File: src/oefs_sqrt.sv
// ----------------------------------------------------------------------------
// oefs_sqrt: pipelined integer square root
// Restoring digit-by-digit root, one result bit per register stage.
// ----------------------------------------------------------------------------
module oefs_sqrt #(
  parameter int IW = 66
) (
  input  logic            clk,
  input  logic            en,
  input  logic [IW-1:0]   x,
  output logic [IW/2-1:0] root
);

  localparam int RW = IW / 2;

  logic [RW:0]   rem_q  [1:RW];
  logic [RW-1:0] root_q [1:RW];
  logic [IW-1:0] x_q    [1:RW];

  for (genvar g = 0; g < RW; g++) begin : g_step
    logic [RW:0]   rem_i;
    logic [RW-1:0] root_i;
    logic [IW-1:0] x_i;
    logic [RW+2:0] trial;
    logic [RW+2:0] sub;
    logic [RW+2:0] diff;
    logic          take;

    if (g == 0) begin : g_first
      assign rem_i  = '0;
      assign root_i = '0;
      assign x_i    = x;
    end else begin : g_rest
      assign rem_i  = rem_q[g];
      assign root_i = root_q[g];
      assign x_i    = x_q[g];
    end

    assign trial = {rem_i, x_i[IW-1 -: 2]};
    assign sub   = {1'b0, root_i, 2'b01};
    assign diff  = trial - sub;
    assign take  = (trial >= sub);

    always_ff @(posedge clk) begin
      if (en) begin
        rem_q[g+1]  <= take ? diff[RW:0] : trial[RW:0];
        root_q[g+1] <= {root_i[RW-2:0], take};
        x_q[g+1]    <= {x_i[IW-3:0], 2'b00};
      end
    end
  end

  assign root = root_q[RW];

endmodule

File: config.mk
export PLATFORM = sky130hd
export DESIGN_NAME = oefs_sqrt
export DESIGN_NICKNAME = d
export VERILOG_FILES = /design/src/oefs_sqrt.sv
export SDC_FILE = /design/constraint.sdc
export NUM_CORES = 2
export LEC_CHECK = 0
export BUFFER_PORTS_ARGS = -buffer_cell sky130_fd_sc_hd__buf_2
export CAP_MARGIN = 20
export CELL_PAD_IN_SITES_DETAIL_PLACEMENT = 1
export CELL_PAD_IN_SITES_GLOBAL_PLACEMENT = 2
export CORE_AREA = 2 2 453 568
export DETAILED_ROUTE_END_ITERATION = 8
export DIE_AREA = 0 0 455 570
export PLACE_DENSITY = 0.95
export SLEW_MARGIN = 10
export SYNTH_ARGS = -nofsm -noshare
export SYNTH_HDL_FRONTEND = slang
export SYNTH_MEMORY_MAX_BITS = 65536
export SYNTH_SLANG_ARGS = --single-unit
export TNS_END_PERCENT = 10
File: constraint.sdc
create_clock -name clk -period 10.15 [get_ports clk]
set_clock_uncertainty 0.2 [all_clocks]
set_input_delay 1.5225 -clock clk [delete_from_list [all_inputs] [get_ports clk]]
set_output_delay 1.5225 -clock clk [all_outputs]
set_load 0.02 [all_outputs]
; ---- Yosys cells after proc, flatten, opt, wreduce, memory -nomap -nowiden
; Memories as Yosys holds them, arrays and structs flattened.
; Index checks and enable logic that the tools add are counted.
[classes]
mux = 35
addsub = 33
n_lt_le_gt_ge = 33
[op_table]
columns = op, count
row1 = >= comparator 36 x 35 -> 1 bit, 32
row2 = two-way mux 34 bit, 33
row3 = subtractor 34 bit, 32
row4 = "subtractor 2 x 1 -> 3 bit, second input constant", 1
row5 = ">= comparator 2 x 1 -> 1 bit, second input constant", 1
row6 = two-way mux 1 bit, 2
[totals]
word_cells = 104
register_bits = 0
ramBits = 4323
in_bits = 68
mem_count = 3
out_inout_bits = 33
[mem_list]
columns = memory, depth, word_bits, rd, rd_clocked_by_memory_dff, wr, line
row1 = x_q, 33, 64, 32, 0, 33, 18  ; logic [IW-1:0] x_q [1:RW];
row2 = rem_q, 33, 34, 32, 0, 33, 16  ; logic [RW:0] rem_q [1:RW];
row3 = root_q, 33, 33, 33, 0, 33, 17  ; logic [RW-1:0] root_q [1:RW];

; ---- Depth between registers and ports, before layout
; An unclocked memory read counts as a cell.
[logic_depth]
depth_word = 3
depth_mapped = 15
mapped_depth_nobuf = 12

; ---- Worst setup path before layout
; No wires, ideal clock.
[synth_timing]
path_kind = reg2reg
startpoint = register, netlist name rem_q[0][217]
endpoint = register, netlist name rem_q[0][264]
t_arrival_ns = 3.078
n_path_buf = 1
required_ns = 9.679
synth_period_minus_slack_ns = 3.549
setup_time_ns = 0.271
setup_slack_ns = 6.601
path_stages_with_launch = 10
path_cell_list = edfxtp_1 > or4_4 > or4_1 > or3_1 > or3_1 > or4_4 > o21bai_4 > buf_6 > nor4_1 > xor2_1

==> flow_metrics.py <==
metrics = {
    "route": {
        "viasPerCell": 5.67,
        "wl_per_cell_um": 21.9,
        "first_iter_violations": 4645,
        "first_pass_iters": 8,
        "ant_nets": 0,
        "drc": 0,
        "route.vias.total": 76300,
        "drt-total-wl_um": 294000,
    },
    "critical_path": {
        "reg2reg_slack_ps": 5610,
        "cp_max_fo": 17,
        "required_ps": 10540,
        "crit_type": "reg2reg",
        "start_kind": "flop",
        "arrival_ps": 4930,
        "crit_path_end_kind": "flop",
    },
    "yosys": {
        "syn_inst": 9644,
        "synthFlopType": "edfxtp_1",
        "synth_cell_types": 97,
        "synth_edf_count": 2654,
        "synthDominantCellAreaShare_pct": 64.4,
        "synth_seq_area_share_pct": 64.4,
        "ys_ff_latch": 2654,
        "syn_area_per_cell_um2": 12.8,
        "ys_warn_count": 0,
        "synthArstFlopShare_pct": 0,
        "synth_nets": 10300,
        "synth_top_area_cell": "edfxtp_1",
        "synth_area_leaders": "edfxtp_1 64%, ha_1 6.0%, xnor2_1 3.2%",
        "synth_area_mm2": 0.124,
    },
    "cts": {
        "cts_resized": 0,
        "htree_num_levels": 5,
        "clock-root-buffer": "clkbuf_16",
        "clock_sinks": 2654,
        "postCtsSetupRepairBufs": 0,
        "insertion_delay_ps": 870,
        "cts_max_path_buffers": 4,
        "cts_tree": "built",
        "numCtsBuffers": 278,
        "clk_pin_slew_worst_paths_ps": 60,
        "hold_buffers": 0,
    },
    "timing": {
        "finalMaxSlewViolations": 0,
        "setup_slack_ps": 5610,
        "hold_viol": 0,
        "setup_viol": 0,
        "rsz0062_at_grt": "no",
        "timing.setup.tns_ps": 0,
        "finalCriticalPeriod_ps": 4540,
        "tightest_slew_ps": 1220,
        "fmax_mhz": 220,
        "slew_headroom_pct": 18.9,
        "post-route-period-util_pct": 44.8,
    },
    "place": {
        "dpl.hpwl_um": 212000,
        "place.gp.congestion": 0.891,
        "dp_slack_ps": 5400,
        "place_inst": 12900,
        "port_buffers": 100,
    },
    "floorplan": {
        "start_util_pct": 48.8,
        "die-area_mm2": 0.259,
        "die_h_um": 570,
        "io_pins": 101,
        "die_w_um": 455,
        "fp.coreArea_mm2": 0.254,
        "rows": 207,
    },
    "final_layout": {
        "drive_gt1_share_pct": 7.00,
        "finalNetCount": 10600,
        "area_growth_pct": 11.2,
        "seq_area_mm2": 0.0797,
        "finalNonFillerCells": 13400,
        "layout_common_cells": "2,654 x edfxtp_1, 768 x inv_1, 701 x nand2_1",
        "n_fill_cell": 25100,
        "multi_input_area_mm2": 0.0406,
        "final_common_cell": "edfxtp_1",
    },
    "global_routing": {
        "grt_start_max_net_pins": 216,
        "grt_pass1_wl_um": 461000,
        "grt_pass1_vias": 82400,
        "antenna_found_initial": 4,
        "grtUsageTotal_pct": 22.6,
        "grt_overflow": 0,
    },
    "pwr": {
        "powerDensity_mw_per_mm2": 234,
        "leakage_nw": 52.3,
        "vdd_drop_max_uv": 156,
    },
    "flow_run": {
        "max_cap_viol_count": 0,
    },
    "status": {
        "status": "complete, no violations",
    },
    "hold_path": {
        "hp-class": "reg2reg",
    },
}
-- per-layer routing --
| metal | GRT usage, % | vias to the layer above | share of wire [%] |
|---|---|---|---|
| li1 | - | 36200 | - |
| met1 | 24.1 | 38000 | 37 |
| met2 | 43.5 | 1360 | 55 |
| met3 | 2.72 | 716 | 2.9 |
| met4 | 10.7 | 0 | 5.2 |
| met5 | 0 | - | 0 |
-- synthesized netlist by cell type (17+ instances only) --
| cell type | count |
|---|---|
| a2111oi_0 | 20 |
| a211o_1 | 19 |
| a211oi_1 | 40 |
| a21boi_0 | 21 |
| a21o_1 | 247 |
| a21oi_1 | 654 |
| a31oi_1 | 42 |
| and2_1 | 36 |
| and3_1 | 53 |
| clkbuf_1 | 165 |
| edfxtp_1 | 2654 |
| ha_1 | 596 |
| inv_1 | 768 |
| mux2_2 | 57 |
| nand2_1 | 701 |
| nand2b_1 | 127 |
| nand3_1 | 179 |
| nand3b_1 | 21 |
| nand4_1 | 103 |
| nor2_1 | 550 |
| nor2b_1 | 77 |
| nor3_1 | 252 |
| nor3b_1 | 19 |
| nor4_1 | 126 |
| o2111ai_1 | 21 |
| o211ai_1 | 35 |
| o21a_1 | 106 |
| o21ai_0 | 499 |
| o21bai_1 | 65 |
| o31a_1 | 17 |
| o31ai_1 | 68 |
| or2_2 | 35 |
| or3_1 | 97 |
| or4_1 | 52 |
| xnor2_1 | 447 |
| xor2_1 | 412 |
-- worst max-delay path: stages, from the launching register on --
cell and delay [ps]:
edfxtp_1 430, or4_1 600, or4_1 540, nor4_1 340, o2111ai_1 250, nand4bb_1 790
and3_1 500, and2_1 250, nor4b_1 200, xor2_1 160
-- worst paths after layout --
| path | endpoint | start | cells after the start |
|---|---|---|---|
| setup reg to reg | rem_q[0][199] | rem_q[0][159] | 9 |
| setup / recovery | rem_q[0][199] | rem_q[0][159] | 9 |
| hold reg to reg | x_q[0][1386] | x_q[0][1320] | 0 |
| hold / removal | x_q[0][1386] | x_q[0][1320] | 0 |
-- cell type report --
class	instances	area share (%)
flip-flops and latches	2654	57.9
multi-input cells	6029	29.5
clock buffers	317	5.22
well taps	3344	3.04
inverters	772	2.11
clock inverters	172	1.40
repair buffers	156	0.831
diodes	4	0.00727
-- logic make-up after synthesis --
family,Yosys count,synth area share (%)
flops,2654,64.4
other cells,1,0.00303
mux,70,0.625
compound gates,1998,10.0
xor+xnor,859,6.08
fa+ha+maj,596,6.02
simple gates,2505,9.98
buf+inv,961,2.93
-- report_power, final --
group / internal (mW) / switching [mW]
sequential: 13.9 / 0.993
clock: 6.06 / 4.27
combinational: 2.76 / 4.26
total: 22.7 / 9.52
-- registers in the layout (all words and copies together), names as in the netlist --
name	cells
rem_q	1037
x_q	1056
root_q	561
-- through the flow --
stage               hold WS [ps]  util [%]  total power, mW  cell area, um^2
detailed placement           205      50.7             22.1           128000
global placement             200      50.6             21.7           128000
floorplan                    200         -             19.6           124000
global route                 210      54.3             33.8           138000
finish                       191      54.3             32.3           138000
CTS                          195      54.3             32.5           138000
Power figures use the tool's default switching activity.
